## config.mk

```make
export PLATFORM = sky130hd
export DESIGN_NAME = sync_length_frame_parser_top
export DESIGN_NICKNAME = d
export VERILOG_FILES = /design/src/slfp_pkg.sv /design/src/slfp_csr.sv /design/src/slfp_parser.sv /design/src/sync_length_frame_parser_top.sv
export SDC_FILE = /design/constraint.sdc
export NUM_CORES = 1
export LEC_CHECK = 0
export ABC_CLOCK_PERIOD_IN_PS = 4700
export BUFFER_PORTS_ARGS = -buffer_cell sky130_fd_sc_hd__buf_2
export CORE_MARGIN = 10
export CORE_UTILIZATION = 35
export CTS_BUF_LIST = sky130_fd_sc_hd__clkbuf_4 sky130_fd_sc_hd__clkbuf_8
export CTS_CLUSTER_DIAMETER = 50
export DETAILED_ROUTE_END_ITERATION = 7
export GPL_TIMING_DRIVEN = 0
export PLACE_DENSITY_LB_ADDON = 0.3
export REMOVE_ABC_BUFFERS = 1
export SLEW_MARGIN = 20
export SYNTH_ARGS = -nofsm -noshare
export SYNTH_HDL_FRONTEND = slang
export SYNTH_SLANG_ARGS = --single-unit
export TNS_END_PERCENT = 5
```

## constraint.sdc

```tcl
create_clock -name clock -period 4.7 [get_ports clock]
set_input_delay 0.94 -clock clock [delete_from_list [all_inputs] [get_ports clock]]
set_output_delay 0.94 -clock clock [all_outputs]
set_load 0.1 [all_outputs]
```

## src/slfp_pkg.sv

```systemverilog
package slfp_pkg;

   localparam int unsigned BYTE_W      = 8;
   localparam int unsigned POS_W       = 17;
   localparam int unsigned LEN_W       = 16;
   localparam int unsigned CSR_DATA_W  = 32;
   localparam int unsigned CSR_ADDR_W  = 3;

   localparam logic [BYTE_W-1:0] SYNC_ONE       = 8'hB5;
   localparam logic [BYTE_W-1:0] SYNC_TWO       = 8'h62;
   localparam logic [POS_W-1:0]  FRAME_OVERHEAD = 17'd8;
   localparam logic [POS_W-1:0]  MAX_FRAME_LEN_RESET = 17'd512;

   // register index, taken from the word address bit of paddr
   localparam logic REG_MAX_FRAME_LEN = 1'b0;

   typedef enum logic [8:0] {
      PH_SYNC1   = 9'b000000001,
      PH_SYNC2   = 9'b000000010,
      PH_CLASS   = 9'b000000100,
      PH_ID      = 9'b000001000,
      PH_LEN_LO  = 9'b000010000,
      PH_LEN_HI  = 9'b000100000,
      PH_PAYLOAD = 9'b001000000,
      PH_CHECK1  = 9'b010000000,
      PH_CHECK2  = 9'b100000000
   } slfp_phase_type;

   typedef struct packed {
      logic              stored;
      logic [POS_W-1:0]  store_index;
      logic [BYTE_W-1:0] stored_byte;
      logic              frame_end;
      logic              frame_ok;
   } slfp_result_type;

endpackage

```

## src/slfp_csr.sv

```systemverilog
module slfp_csr
   import slfp_pkg::*;
(
   input  logic                  clock,
   input  logic                  reset,
   input  logic                  csr_psel,
   input  logic                  csr_penable,
   input  logic                  csr_pwrite,
   input  logic [CSR_ADDR_W-1:0] csr_paddr,
   input  logic [CSR_DATA_W-1:0] csr_pwdata,
   output logic [CSR_DATA_W-1:0] csr_prdata,
   output logic                  csr_pready,
   output logic [POS_W-1:0]      max_frame_len
);

   logic [POS_W-1:0] max_frame_len_ff;
   logic [POS_W-1:0] max_frame_len_in;
   logic             hit;

   assign csr_pready = 1'b1;
   assign hit        = (csr_paddr[2] == REG_MAX_FRAME_LEN);

   always_comb begin
      max_frame_len_in = max_frame_len_ff;
      if (csr_psel && csr_penable && csr_pwrite && hit) begin
         max_frame_len_in = csr_pwdata[POS_W-1:0];
      end
   end

   always_ff @(posedge clock) begin
      if (reset) begin
         max_frame_len_ff <= MAX_FRAME_LEN_RESET;
      end else begin
         max_frame_len_ff <= max_frame_len_in;
      end
   end

   assign csr_prdata    = hit ? {{(CSR_DATA_W-POS_W){1'b0}}, max_frame_len_ff}
                              : '0;
   assign max_frame_len = max_frame_len_ff;

endmodule

```

## src/slfp_parser.sv

```systemverilog
module slfp_parser
   import slfp_pkg::*;
(
   input  logic              clock,
   input  logic              reset,
   input  logic              advance,
   input  logic [BYTE_W-1:0] rx_byte,
   input  logic [POS_W-1:0]  max_frame_len,
   output slfp_result_type   result
);

   slfp_phase_type    phase_ff, phase_in;
   logic [POS_W-1:0]  wpos_ff, wpos_in;
   logic [LEN_W-1:0]  left_ff, left_in;
   logic [BYTE_W-1:0] sum_a_ff, sum_a_in;
   logic [BYTE_W-1:0] sum_b_ff, sum_b_in;
   logic [BYTE_W-1:0] check1_ff, check1_in;

   logic [BYTE_W-1:0] acc_a;
   logic [BYTE_W-1:0] acc_b;
   logic [LEN_W-1:0]  len_full;
   logic [LEN_W-1:0]  left_dec;
   logic [POS_W-1:0]  idx;
   logic              stored;
   logic              frame_end;
   logic              frame_ok;

   // running Fletcher sums with this byte added
   assign acc_a    = sum_a_ff + rx_byte;
   assign acc_b    = sum_b_ff + acc_a;
   assign len_full = {rx_byte, left_ff[BYTE_W-1:0]};
   assign left_dec = left_ff - 16'd1;

   always_comb begin
      phase_in  = phase_ff;
      wpos_in   = wpos_ff;
      left_in   = left_ff;
      sum_a_in  = sum_a_ff;
      sum_b_in  = sum_b_ff;
      check1_in = check1_ff;
      stored    = 1'b0;
      frame_end = 1'b0;
      frame_ok  = 1'b0;
      idx       = wpos_ff;

      if (wpos_ff >= max_frame_len) begin
         // buffer full: drop the byte and restart
         wpos_in  = '0;
         phase_in = PH_SYNC1;
      end else begin
         case (phase_ff)
            PH_SYNC1: begin
               if (rx_byte == SYNC_ONE) begin
                  idx      = '0;
                  stored   = 1'b1;
                  phase_in = PH_SYNC2;
               end
            end
            PH_SYNC2: begin
               if (rx_byte == SYNC_TWO) begin
                  stored   = 1'b1;
                  phase_in = PH_CLASS;
               end else begin
                  phase_in = PH_SYNC1;
               end
            end
            PH_CLASS: begin
               stored   = 1'b1;
               sum_a_in = rx_byte;
               sum_b_in = rx_byte;
               phase_in = PH_ID;
            end
            PH_ID: begin
               stored   = 1'b1;
               sum_a_in = acc_a;
               sum_b_in = acc_b;
               phase_in = PH_LEN_LO;
            end
            PH_LEN_LO: begin
               stored   = 1'b1;
               sum_a_in = acc_a;
               sum_b_in = acc_b;
               left_in  = {{(LEN_W-BYTE_W){1'b0}}, rx_byte};
               phase_in = PH_LEN_HI;
            end
            PH_LEN_HI: begin
               stored   = 1'b1;
               sum_a_in = acc_a;
               sum_b_in = acc_b;
               left_in  = len_full;
               if (({1'b0, len_full} + FRAME_OVERHEAD) <= max_frame_len) begin
                  phase_in = (len_full == '0) ? PH_CHECK1 : PH_PAYLOAD;
               end else begin
                  phase_in = PH_SYNC1;
               end
            end
            PH_PAYLOAD: begin
               stored   = 1'b1;
               sum_a_in = acc_a;
               sum_b_in = acc_b;
               left_in  = left_dec;
               if (left_dec == '0) begin
                  phase_in = PH_CHECK1;
               end
            end
            PH_CHECK1: begin
               stored    = 1'b1;
               check1_in = rx_byte;
               phase_in  = PH_CHECK2;
            end
            PH_CHECK2: begin
               stored    = 1'b1;
               frame_end = 1'b1;
               frame_ok  = (check1_ff == sum_a_ff) && (rx_byte == sum_b_ff);
               phase_in  = PH_SYNC1;
            end
            default: begin
               phase_in = PH_SYNC1;
            end
         endcase

         if (stored) begin
            wpos_in = idx + 17'd1;
         end
         // length too big: abort the frame
         if (phase_in == PH_SYNC1 && stored && !frame_end) begin
            wpos_in = '0;
         end
      end
   end

   always_ff @(posedge clock) begin
      if (reset) begin
         phase_ff  <= PH_SYNC1;
         wpos_ff   <= '0;
         left_ff   <= '0;
         sum_a_ff  <= '0;
         sum_b_ff  <= '0;
         check1_ff <= '0;
      end else if (advance) begin
         phase_ff  <= phase_in;
         wpos_ff   <= wpos_in;
         left_ff   <= left_in;
         sum_a_ff  <= sum_a_in;
         sum_b_ff  <= sum_b_in;
         check1_ff <= check1_in;
      end
   end

   assign result.stored      = stored;
   assign result.store_index = stored ? idx : '0;
   assign result.stored_byte = stored ? rx_byte : '0;
   assign result.frame_end   = frame_end;
   assign result.frame_ok    = frame_ok;

endmodule

```

## src/sync_length_frame_parser_top.sv

```systemverilog
// Sync/length frame parser with running 8-bit Fletcher checksum.
//
// Request channel (req_*): one received byte per request. Response channel
// (rsp_*): exactly one response per request, in order, telling whether the
// byte went into the frame buffer, at which position, and whether it closed
// a frame with a matching checksum. The buffer itself lives with the consumer.
//
// Pipeline: a request accepted into the input register passes on to the
// result register and shows at rsp_valid (two register stages: input, result).
// Throughput: one request per cycle while rsp_ready is high; the only loop
// is the parse state, which is updated by one short step per byte.
//
// Stall: when rsp_ready is low the result register holds, the input register
// takes one more request, then req_ready drops until the response drains.
//
// Reset (synchronous, active high) empties both stages, returns the parser to
// hunting for the first sync byte and loads max_frame_len with 512.
// Write max_frame_len over the csr_* port only while no request is in flight.
module sync_length_frame_parser_top
   import slfp_pkg::*;
(
   input  logic                  clock,
   input  logic                  reset,

   input  logic                  req_valid,
   output logic                  req_ready,
   input  logic [BYTE_W-1:0]     req_rx_byte,

   output logic                  rsp_valid,
   input  logic                  rsp_ready,
   output logic                  rsp_stored,
   output logic [POS_W-1:0]      rsp_store_index,
   output logic [BYTE_W-1:0]     rsp_stored_byte,
   output logic                  rsp_frame_end,
   output logic                  rsp_frame_ok,

   input  logic                  csr_psel,
   input  logic                  csr_penable,
   input  logic                  csr_pwrite,
   input  logic [CSR_ADDR_W-1:0] csr_paddr,
   input  logic [CSR_DATA_W-1:0] csr_pwdata,
   output logic [CSR_DATA_W-1:0] csr_prdata,
   output logic                  csr_pready
);

   logic              in_valid_ff, in_valid_in;
   logic [BYTE_W-1:0] in_byte_ff, in_byte_in;
   logic              rsp_valid_ff, rsp_valid_in;
   slfp_result_type   result_ff, result_in;
   slfp_result_type   step_result;
   logic [POS_W-1:0]  max_frame_len;
   logic              advance;
   logic              req_fire;

   // move the held request into the result register when that slot frees up
   assign advance   = in_valid_ff && (!rsp_valid_ff || rsp_ready);
   assign req_ready = !in_valid_ff || advance;
   assign req_fire  = req_valid && req_ready;

   slfp_csr u_csr (
      .clock         (clock),
      .reset         (reset),
      .csr_psel      (csr_psel),
      .csr_penable   (csr_penable),
      .csr_pwrite    (csr_pwrite),
      .csr_paddr     (csr_paddr),
      .csr_pwdata    (csr_pwdata),
      .csr_prdata    (csr_prdata),
      .csr_pready    (csr_pready),
      .max_frame_len (max_frame_len)
   );

   // parse state advances only when a request leaves the input register
   slfp_parser u_parser (
      .clock         (clock),
      .reset         (reset),
      .advance       (advance),
      .rx_byte       (in_byte_ff),
      .max_frame_len (max_frame_len),
      .result        (step_result)
   );

   always_comb begin
      in_valid_in  = in_valid_ff;
      in_byte_in   = in_byte_ff;
      rsp_valid_in = rsp_valid_ff;
      result_in    = result_ff;

      // input stage: drop the request once parsed, take a new one if offered
      if (advance) begin
         in_valid_in = 1'b0;
      end
      if (req_fire) begin
         in_valid_in = 1'b1;
         in_byte_in  = req_rx_byte;
      end

      // result stage: hold while stalled, load on advance
      if (rsp_valid_ff && rsp_ready) begin
         rsp_valid_in = 1'b0;
      end
      if (advance) begin
         rsp_valid_in = 1'b1;
         result_in    = step_result;
      end
   end

   always_ff @(posedge clock) begin
      if (reset) begin
         in_valid_ff  <= 1'b0;
         rsp_valid_ff <= 1'b0;
      end else begin
         in_valid_ff  <= in_valid_in;
         rsp_valid_ff <= rsp_valid_in;
      end
   end

   always_ff @(posedge clock) begin
      in_byte_ff <= in_byte_in;
      result_ff  <= result_in;
   end

   assign rsp_valid       = rsp_valid_ff;
   assign rsp_stored      = result_ff.stored;
   assign rsp_store_index = result_ff.store_index;
   assign rsp_stored_byte = result_ff.stored_byte;
   assign rsp_frame_end   = result_ff.frame_end;
   assign rsp_frame_ok    = result_ff.frame_ok;

endmodule

```

==> flow_metrics.py, run 1 <==
metrics = {
    "yosys": {
        "yosysSeqAreaShare": 0.355,
        "synth_area_leaders": "dfxtp_1 22%, edfxtp_1 14%, ha_1 8.8%, nand2_1 5.5%, a21oi_1 4.7%",
        "synth_largest_area_cell": "dfxtp_1",
        "yosysMostFrequentCell": "nand2_1",
        "synth_edf_count": 36,
        "yosys_warnings": 0,
        "synthFlopType": "dfxtp_1",
        "synthCells": 923,
        "synthTopCellsByCount": "115 x nand2_1, 86 x nor2_1, 85 x dfxtp_1",
        "synth_seq_cells": 121,
        "synth.avg_cell_area_um2": 8.50,
        "synth.top_cell.area_share": 0.217,
        "syn_area_mm2": 0.00784,
        "synth.distinct_cells": 80,
        "synthArstFlopShare": 0,
    },
    "pwr": {
        "internal_power_mw": 1.69,
        "p_leak_nw": 3.43,
        "switching_share": 0.294,
        "p_seq_frac": 0.466,
        "p_total_mw": 2.40,
        "p_per_area_mw_per_mm2": 274,
        "vdd_ir_drop_max_uv": 144,
        "power_frac_comb": 0.122,
        "clkPwrFrac": 0.412,
        "switchingPower_mw": 0.707,
    },
    "detailed_routing": {
        "first_pass_iters": 6,
        "drt-total-wl_um": 21500,
        "wl_per_cell_um": 17.0,
        "vias_per_cell": 5.37,
        "vias": 6785,
        "ant_nets": 0,
        "drcViolationCount": 0,
        "detailedRoute.firstIterationViolations": 463,
    },
    "sta": {
        "slew_headroom": 0.338,
        "tightest_slew_ns": 0.987,
        "final-hold-violation-count": 0,
        "whs_ns": 0.456,
        "maxSlewViolCount": 0,
        "post-route-min-period_ns": 4.38,
        "clock_skew_ns": 0.0127,
        "fin_crit_sh": 0.932,
        "max_freq_mhz": 228,
        "setup_viol": 0,
        "rsz0062_at_grt": "no",
        "setup_tns_ns": 0,
    },
    "worst_setup_path": {
        "cp_slowest_cell": "edfxtp_1",
        "end_kind": "flop",
        "crit_chain": "nand4_1 -> nor2_1 -> nand3_1 -> xnor2_1 -> ha_1 -> a21oi_1 -> o21ai_0 -> a2111oi_0 -> a31oi_1 -> a21boi_2 -> nand3_4 -> o32ai_2",
        "cp_slowest_stage_delay_ns": 0.89,
        "cp_top_family": "compound AO/OA/AOI/OAI gates",
        "critPathArrivalTime_ns": 4.75,
        "critPathMaxFanout": 16,
        "cp_num_buf_inv": 0,
        "crit_required_ns": 5.07,
        "criticalPathCategory": "flop to flop",
        "start_kind": "flop",
    },
    "clock_network": {
        "cts_resized": 0,
        "cts_tree": "yes",
        "postCtsHoldBufs": 0,
        "clkTransAtPathRegs_ns": 0.08,
        "post_cts_buffers": 0,
        "ctsLongestPathBuffers": 2,
        "cts_sinks": 121,
        "cts_buffers": 17,
        "htreeDepth": 4,
        "cts_root_buf": "clkbuf_8",
        "clkLatencyLatePin_ns": 0.45,
    },
    "hold_path": {
        "hold_class": "flop to flop",
    },
    "grt": {
        "first_global_vias": 6465,
        "grt_first_pass_wirelength_um": 34200,
        "grtUsageTotal": 0.147,
        "grt_overflow_total": 0,
        "grt_max_degree": 68,
        "antenna_found_initial": 0,
    },
    "layout": {
        "multi_input_area_mm2": 0.00464,
        "final.fill_count": 2238,
        "area_growth_pct": 11.8,
        "antenna_cells": 0,
        "nNetsFinal": 1078,
        "finalNonFillerCells": 1264,
        "drive_gt1_frac": 0.146,
        "register_area_mm2": 0.00278,
    },
    "placement": {
        "dp_cells": 1230,
        "gp_congestion": 0.862,
        "hpwl_um": 15000,
        "port_buffers": 79,
    },
    "floorplanning": {
        "die_width_um": 170,
        "die-area_mm2": 0.0288,
        "num_rows": 54,
        "core_area_mm2": 0.0220,
        "die_h_um": 170,
        "initial_core_util": 0.357,
        "pin_count": 113,
    },
    "flow_run": {
        "maxCapViolCount": 0,
    },
    "status": {
        "outcome": "finished, final reports clean",
    },
}
## kinds of logic after synthesis
family / count (synthesis) / share of synthesized area
fa+ha+maj: 57 / 0.0929
other cells: 2 / 0.000958
compound gates: 191 / 0.165
simple gates: 381 / 0.250
mux: 9 / 0.0115
xor+xnor: 54 / 0.0603
flops: 121 / 0.355
buf+inv: 108 / 0.0641
## cell type report
cell class              count  area share
repair buffers             85      0.0505
inverters                  38      0.0163
clock inverters            12      0.0168
well taps                 280      0.0400
flip-flops and latches    121       0.317
multi-input cells         708       0.529
clock buffers              20      0.0300
## metal layers
| layer | global-route usage | vias to the layer above | wire length (µm) |
|---|---|---|---|
| met3 | 0.0298 | 19 | 987 |
| met2 | 0.229 | 164 | 9730 |
| met4 | 0.0412 | 0 | 233 |
| li1 | - | 3403 | - |
| met5 | 0 | - | 0 |
| met1 | 0.202 | 3199 | 10500 |
## stage by stage
step	utilization	setup WS [ns]	cell area, µm²
final	0.399	0.320	8770
after detailed placement	0.380	0.218	8340
after global routing	0.399	0.0596	8770
after CTS	0.398	0.371	8750
after floorplan	-	1.22	7530
after global placement	0.377	-0.267	8280
## path summary, 6_finish.rpt
check / from / to / slack [ns] / depth (start not counted)
worst max-delay path: in_byte_ff[1] / u_parser.wpos_ff[8] / 0.32 / 12
worst min-delay path: u_csr.max_frame_len[10] / u_csr.max_frame_len[10] / 0.46 / 2
worst max register to register: in_byte_ff[1] / u_parser.wpos_ff[8] / 0.32 / 12
worst min register to register: u_csr.max_frame_len[10] / u_csr.max_frame_len[10] / 0.46 / 2
## power by group through the flow
stage	registers (mW)	clock network (mW)	logic, mW
2_1_floorplan	1.20	0	0.153
3_3_place_gp	1.14	0	0.289
3_5_place_dp	1.14	0	0.292
4_1_cts	1.12	1.01	0.293
5_1_grt	1.12	1.06	0.312
6_report	1.12	0.989	0.294
## cell usage in the layout, fill, tap and decap left out, drive strengths merged, types with 5 or more instances in the layout
cell     netlist  routed
nor3          31      31
edfxtp        36      36
conb           2      16
nor4b          5       5
or3            7       7
nand3         28      28
nor2b          7       7
nand4         20      20
o2111ai        6       6
xor2          24      24
or4            5       5
ha            55      55
nor4          15      15
a311oi        13      13
and2          16      16
xnor2         30      30
inv           37      38
and3          22      22
clkinv         1       8
o21a           7       7
a211oi         9       9
clkbuf        38      20
nor2          86      86
buf           32      85
mux2i          9       9
a21oi         73      73
nand2        116     116
a21o           5       5
o21ai         18      18
a22oi          6       6
dfxtp         85      85
a41oi          6       6
## registers in the layout, indices dropped and copies added, names as in the netlist
name	cells
u_parser.left_ff	16
u_parser.wpos_ff	17
u_parser.sum_a_ff	8
u_parser.sum_b_ff	8
rsp_store_index	17
in_valid_ff	1
rsp_frame_end	1
u_csr.max_frame_len	17
rsp_valid	1
rsp_stored_byte	8
in_byte_ff	8
rsp_frame_ok	1
u_parser.phase_ff	9
u_parser.check1_ff	8
rsp_stored	1
## worst register-to-register path, cell delays in order (launching register included)
cell and delay, ns:
edfxtp_1 0.89, nand4_1 0.27, nor2_1 0.22, nand3_1 0.11, xnor2_1 0.18, ha_1 0.32
a21oi_1 0.20, o21ai_0 0.11, a2111oi_0 0.49, a31oi_1 0.31, a21boi_2 0.74, nand3_4 0.19
o32ai_2 0.28
Note: power is estimated with default switching activity, not from simulation.
==> run 2: changes to the inputs <==
- ABC_AREA: not set -> 1
==> run 2 against run 1 <==
Compared with the run above:
- cell count rose by 15%
- die area grew 2.3%
- area after synthesis rose by 2.7%
- clock skew grew 0.0073 ns
- power shrank 1.7%
- sequential share of layout area is 0.64 points lower
- count of clock-buffer cells in the layout down 2
- register-to-register slack improved by 0.20 ns
==> flow_metrics.py, run 2 <==
metrics = {
    "status": {
        "outcome": "finished, final reports clean",
    },
    "yosys": {
        "synth_largest_area_cell": "dfxtp_1",
        "synth_seq_cells": 121,
        "synth.top_cell.area_share": 0.211,
        "synthFlopType": "dfxtp_1",
        "yosysSeqAreaShare": 0.346,
        "synthTopCellsByCount": "207 x nand2_1, 141 x nor2_1, 112 x inv_1",
        "synthArstFlopShare": 0,
        "synth.avg_cell_area_um2": 7.33,
        "synth_edf_count": 36,
        "synthCells": 1099,
        "yosysMostFrequentCell": "nand2_1",
        "syn_area_mm2": 0.00805,
        "synth_area_leaders": "dfxtp_1 21%, edfxtp_1 13%, nand2_1 9.7%, ha_1 8.5%, nor2_1 6.6%",
        "synth.distinct_cells": 53,
        "yosys_warnings": 0,
    },
    "detailed_routing": {
        "met1_length_um": 10200,
        "vias_per_cell": 5.03,
        "drt-total-wl_um": 22700,
        "top_layer": "met4",
        "ant_nets": 0,
        "drcViolationCount": 0,
        "detailedRoute.firstIterationViolations": 387,
        "wl_per_cell_um": 15.5,
        "wl_met2_um": 10700,
        "vias": 7340,
        "first_pass_iters": 5,
        "wl_met3_um": 1330,
    },
    "layout": {
        "layout_commonest_cell": "nand2_1",
        "final_cell_mix": "207 x nand2_1, 141 x nor2_1, 110 x inv_1",
        "antenna_cells": 0,
        "utilization": 0.395,
        "drive_gt1_frac": 0.141,
        "area_growth_pct": 11.2,
        "nNetsFinal": 1267,
    },
    "pwr": {
        "switching_share": 0.312,
        "p_leak_nw": 3.98,
        "p_per_area_mw_per_mm2": 264,
        "switchingPower_mw": 0.737,
        "vdd_ir_drop_max_uv": 174,
        "p_seq_frac": 0.471,
        "power_frac_comb": 0.141,
        "clkPwrFrac": 0.388,
        "internal_power_mw": 1.62,
    },
    "sta": {
        "post-route-min-period_ns": 4.18,
        "setup_viol": 0,
        "slew_headroom": 0.400,
        "final-hold-violation-count": 0,
        "fin_crit_sh": 0.890,
        "whs_ns": 0.488,
        "clock_skew_ns": 0.0200,
        "maxSlewViolCount": 0,
        "rsz0062_at_grt": "no",
        "tightest_slew_ns": 0.900,
        "max_freq_mhz": 239,
        "setup_tns_ns": 0,
        "timing.final.ws_setup_ns": 0.518,
    },
    "grt": {
        "grt_overflow_total": 0,
        "first_global_vias": 6976,
        "antenna_found_initial": 0,
        "grt_max_degree": 39,
        "grt_first_pass_wirelength_um": 36100,
        "grtUsageTotal": 0.154,
    },
    "clock_network": {
        "post_cts_buffers": 0,
        "cts_tree": "yes",
        "cts_buffers": 17,
        "postCtsHoldBufs": 0,
        "cts_sinks": 121,
        "cts_resized": 0,
        "cts_root_buf": "clkbuf_8",
        "clkLatencyLatePin_ns": 0.45,
        "ctsLongestPathBuffers": 2,
        "htreeDepth": 4,
        "clkTransAtPathRegs_ns": 0.09,
    },
    "worst_setup_path": {
        "r2r_slack_ns": 0.52,
        "r2r_end": "u_parser.wpos_ff[15]",
        "reg2reg_from": "u_parser.left_ff[3]",
        "end_kind": "flop",
        "r2r_cells": 18,
        "criticalPathCategory": "flop to flop",
        "start_kind": "flop",
        "critPathMaxFanout": 18,
        "crit_required_ns": 5.00,
        "critPathArrivalTime_ns": 4.48,
    },
    "floorplanning": {
        "num_rows": 55,
        "pin_count": 113,
        "die-area_mm2": 0.0295,
        "die_width_um": 172,
        "initial_core_util": 0.356,
        "die_h_um": 172,
        "core_area_mm2": 0.0226,
    },
    "hold_path": {
        "min_path_cells": 2,
        "holdPathEnd": "u_parser.wpos_ff[0]",
        "min_from": "u_parser.wpos_ff[0]",
        "hold_class": "flop to flop",
    },
    "placement": {
        "port_buffers": 79,
        "gp_congestion": 0.864,
        "dpl_worst_slack_ns": 0.463,
        "hpwl_um": 17100,
    },
    "flow_run": {
        "maxCapViolCount": 0,
    },
}
[run 2: cell types whose count changed after synthesis, sizes merged, moves of 25 or more]
cell,change
nand2,+99
xnor2,-25
inv,+90
nor2,+70
nand3,+39
o21ai,+61
[run 2: cell type report]
type / instances / area (µm²)
inverters: 127 / 484
well taps: 285 / 357
clock inverters: 14 / 133
repair buffers: 81 / 435
multi-input cells: 812 / 4520
clock buffers: 18 / 241
flip-flops and latches: 121 / 2780
fillers: 2384 / 13700
[run 2: how the worst max path moves through the flow]
stage	from	cells past startpoint	endpoint
floorplan	u_parser.left_ff[3]	18	u_parser.wpos_ff[14]
global placement	rsp_ready	11	u_parser.sum_a_ff[5]
detailed placement	u_parser.left_ff[3]	18	u_parser.wpos_ff[15]
CTS	u_parser.left_ff[3]	18	u_parser.wpos_ff[15]
global route	u_parser.left_ff[3]	18	u_parser.wpos_ff[14]
finish	u_parser.left_ff[3]	18	u_parser.wpos_ff[15]
[run 2: cells by family (layout without fill, tap and decap cells)]
| kind of cell | after synthesis | in the layout | synth area share |
|---|---|---|---|
| fa+ha+maj | 57 | 57 | 0.0904 |
| other cells | 2 | 16 | 0.000933 |
| simple gates | 501 | 501 | 0.287 |
| compound gates | 200 | 200 | 0.134 |
| buf+inv | 180 | 240 | 0.101 |
| flops | 121 | 121 | 0.346 |
| xor+xnor | 38 | 38 | 0.0413 |
[run 2: power by group through the flow]
stage	registers, mW	clock network, mW	logic, mW
detailed placement	1.14	0	0.335
global placement	1.14	0	0.328
CTS	1.11	0.939	0.336
finish	1.11	0.916	0.333
global route	1.11	0.993	0.359
floorplan	1.21	0	0.181
[run 2: worst max-delay path, stage by stage, from the launching register on]
cell	delay, ns
dfxtp_1	0.39
inv_1	0.14
nor3_1	0.30
nand3_1	0.21
nor2_1	0.13
nand2_1	0.09
nor3_1	0.36
nand3_1	0.15
xor2_1	0.16
inv_1	0.06
ha_1	0.28
nand2_1	0.06
nor2_1	0.19
nor3b_1	0.27
nand4_1	0.11
nand3_1	0.12
nand3_1	0.58
nand4_1	0.33
a21oi_1	0.10
[run 2: stage by stage]
| step | area, µm² | power (mW) | cells |
|---|---|---|---|
| finish | 8950 | 2.36 | 1458 |
| global route | 8950 | 2.47 | 1458 |
| CTS | 8950 | 2.39 | 1458 |
| detailed placement | 8580 | 1.47 | 1426 |
| global placement | 8530 | 1.46 | 1424 |
| floorplan | 7780 | 1.39 | 1060 |
[run 2: per-layer routing]
metal  GRT usage  up-vias
li1            -     3729
met1       0.192     3393
met2       0.260      189
met3      0.0330       29
met4      0.0457        0
met5           0        -
==> run 3: changes to the inputs <==
--- a/config.mk
+++ b/config.mk
@@ -14,2 +14,3 @@
 export CTS_CLUSTER_DIAMETER = 50
+export CTS_CLUSTER_SIZE = 24
 export DETAILED_ROUTE_END_ITERATION = 7
@@ -18,3 +19,2 @@
 export REMOVE_ABC_BUFFERS = 1
-export SLEW_MARGIN = 20
 export SYNTH_ARGS = -nofsm -noshare
==> constraint.sdc (replaced) <==
create_clock -name clock -period 4.7 [get_ports clock]
set_input_delay 0.47 -clock clock [delete_from_list [all_inputs] [get_ports clock]]
set_output_delay 0.47 -clock clock [all_outputs]
set_load 0.1 [all_outputs]
==> run 3 against run 2 <==
Compared with the run above:
- combinational power about the same
- sequential power about the same
- critical path depth unchanged
- cell count about the same
- worst hold slack got worse by 0.30 ns
- critical endpoint unchanged
- die area unchanged
- first-iteration DRC count increased by 28%
- power increased by 0.71%
- global-route usage increased by 0.15 points
- via count increased by 0.27%
==> flow_metrics.py, run 3 (synthesis gave the netlist of run 2 again) <==
metrics = {
    "detailed_routing": {
        "vias_per_cell": 5.05,
        "first_pass_iters": 5,
        "vias": 7360,
        "wl_per_cell_um": 15.6,
        "ant_nets": 0,
        "drt-total-wl_um": 22700,
        "detailedRoute.firstIterationViolations": 496,
        "drcViolationCount": 0,
    },
    "clock_network": {
        "clkTransAtPathRegs_ns": 0.08,
        "cts_root_buf": "clkbuf_8",
        "cts_resized": 0,
        "htreeDepth": 4,
        "cts_sinks": 121,
        "cts_buffers": 17,
        "postCtsHoldBufs": 0,
        "post_cts_buffers": 0,
        "ctsLongestPathBuffers": 2,
        "clkLatencyLatePin_ns": 0.46,
        "cts_tree": "yes",
    },
    "sta": {
        "setup_tns_ns": 0,
        "tightest_slew_ns": 1.28,
        "slew_headroom": 0.141,
        "setup_viol": 0,
        "fin_crit_sh": 0.895,
        "timing.final.ws_setup_ns": 0.492,
        "max_freq_mhz": 238,
        "maxSlewViolCount": 0,
        "final-hold-violation-count": 0,
        "clock_skew_ns": 0.0146,
        "whs_ns": 0.187,
        "rsz0062_at_grt": "no",
        "post-route-min-period_ns": 4.21,
    },
    "placement": {
        "gp_congestion": 0.864,
        "port_buffers": 79,
        "hpwl_um": 17000,
        "dpl_worst_slack_ns": 0.519,
        "placed_area_mm2": 0.00855,
    },
    "grt": {
        "grt_max_degree": 50,
        "grt_use_met1": 0.195,
        "antenna_found_initial": 0,
        "grt_overflow_total": 0,
        "grtUsageTotal": 0.156,
        "gr-usage-met2": 0.261,
        "first_global_vias": 6925,
        "busiest_layer": "met2",
        "grt_first_pass_wirelength_um": 36400,
        "use_met3": 0.0328,
    },
    "worst_setup_path": {
        "crit_required_ns": 5.01,
        "cp_slowest_stage_delay_ns": 0.62,
        "crit_chain": "inv_1 -> nor3_1 -> nand3_1 -> nor2_1 -> nand2_1 -> nor3_1 -> nand3_1 -> xor2_1 -> inv_1 -> ha_1 -> nand2_1 -> nor2_1 -> nor3b_1 -> nand4_1 -> nand3_1 -> nand3_1 -> nand4_1 -> a21oi_1",
        "cp_num_buf_inv": 2,
        "critPathMaxFanout": 18,
        "start_kind": "flop",
        "end_kind": "flop",
        "criticalPathCategory": "flop to flop",
        "crit_path_frequent_cell": "nand3_1",
        "critPathArrivalTime_ns": 4.52,
        "cp_top_family": "simple AND/OR/NAND/NOR gates",
        "cp_slowest_cell": "nand3_1",
    },
    "floorplanning": {
        "num_rows": 55,
        "core_area_mm2": 0.0226,
        "initial_core_util": 0.356,
        "die-area_mm2": 0.0295,
        "die_width_um": 172,
        "die_h_um": 172,
        "pin_count": 113,
    },
    "layout": {
        "nNetsFinal": 1266,
        "drive_gt1_frac": 0.140,
        "layout_commonest_cell": "nand2_1",
        "area_growth_pct": 11.0,
        "final_area_mm2": 0.00893,
        "antenna_cells": 0,
        "final_cell_mix": "207 x nand2_1, 141 x nor2_1, 110 x inv_1",
    },
    "pwr": {
        "p_per_area_mw_per_mm2": 266,
        "p_leak_nw": 3.98,
        "vdd_ir_drop_max_uv": 184,
    },
    "hold_path": {
        "hold_class": "input port to flop",
    },
    "status": {
        "outcome": "finished, final reports clean",
    },
    "flow_run": {
        "maxCapViolCount": 0,
    },
}
## run 3: area by class of cell
type,instances,area (µm²)
Sequential cell,121,2780
Clock buffer,19,255
Tap cell,285,357
Inverter,127,484
Multi-Input combinational cell,812,4510
Fill cell,2412,13700
Timing Repair Buffer,80,415
Clock inverter,13,129
## run 3: path summary, 6_finish.rpt
path                        from                   end  slack (ns)  cells after the start
max          u_parser.left_ff[3]  u_parser.wpos_ff[15]        0.49                     18
min               req_rx_byte[5]         in_byte_ff[5]        0.19                      1
max reg2reg  u_parser.left_ff[3]  u_parser.wpos_ff[15]        0.49                     18
min reg2reg  u_parser.wpos_ff[0]   u_parser.wpos_ff[0]        0.49                      2
## run 3: metal layers
metal	vias up	routed length (µm)
met5	-	0
met4	0	356
met3	28	1330
met2	201	10700
met1	3400	10300
li1	3731	-
## run 3: where the power goes
group	switching, mW	total, mW	internal, mW	leakage (nW)
clock network	0.451	0.935	0.484	0.194
logic	0.270	0.330	0.0603	2.76
registers	0.0189	1.11	1.09	1.03
total	0.739	2.38	1.64	3.98
## run 3: metrics by stage
step	std cells	power, mW	util
6_report	1457	2.38	0.395
5_1_grt	1457	2.48	0.395
4_1_cts	1457	2.40	0.395
3_5_place_dp	1425	1.47	0.378
3_3_place_gp	1424	1.46	0.377
2_1_floorplan	1060	1.39	-
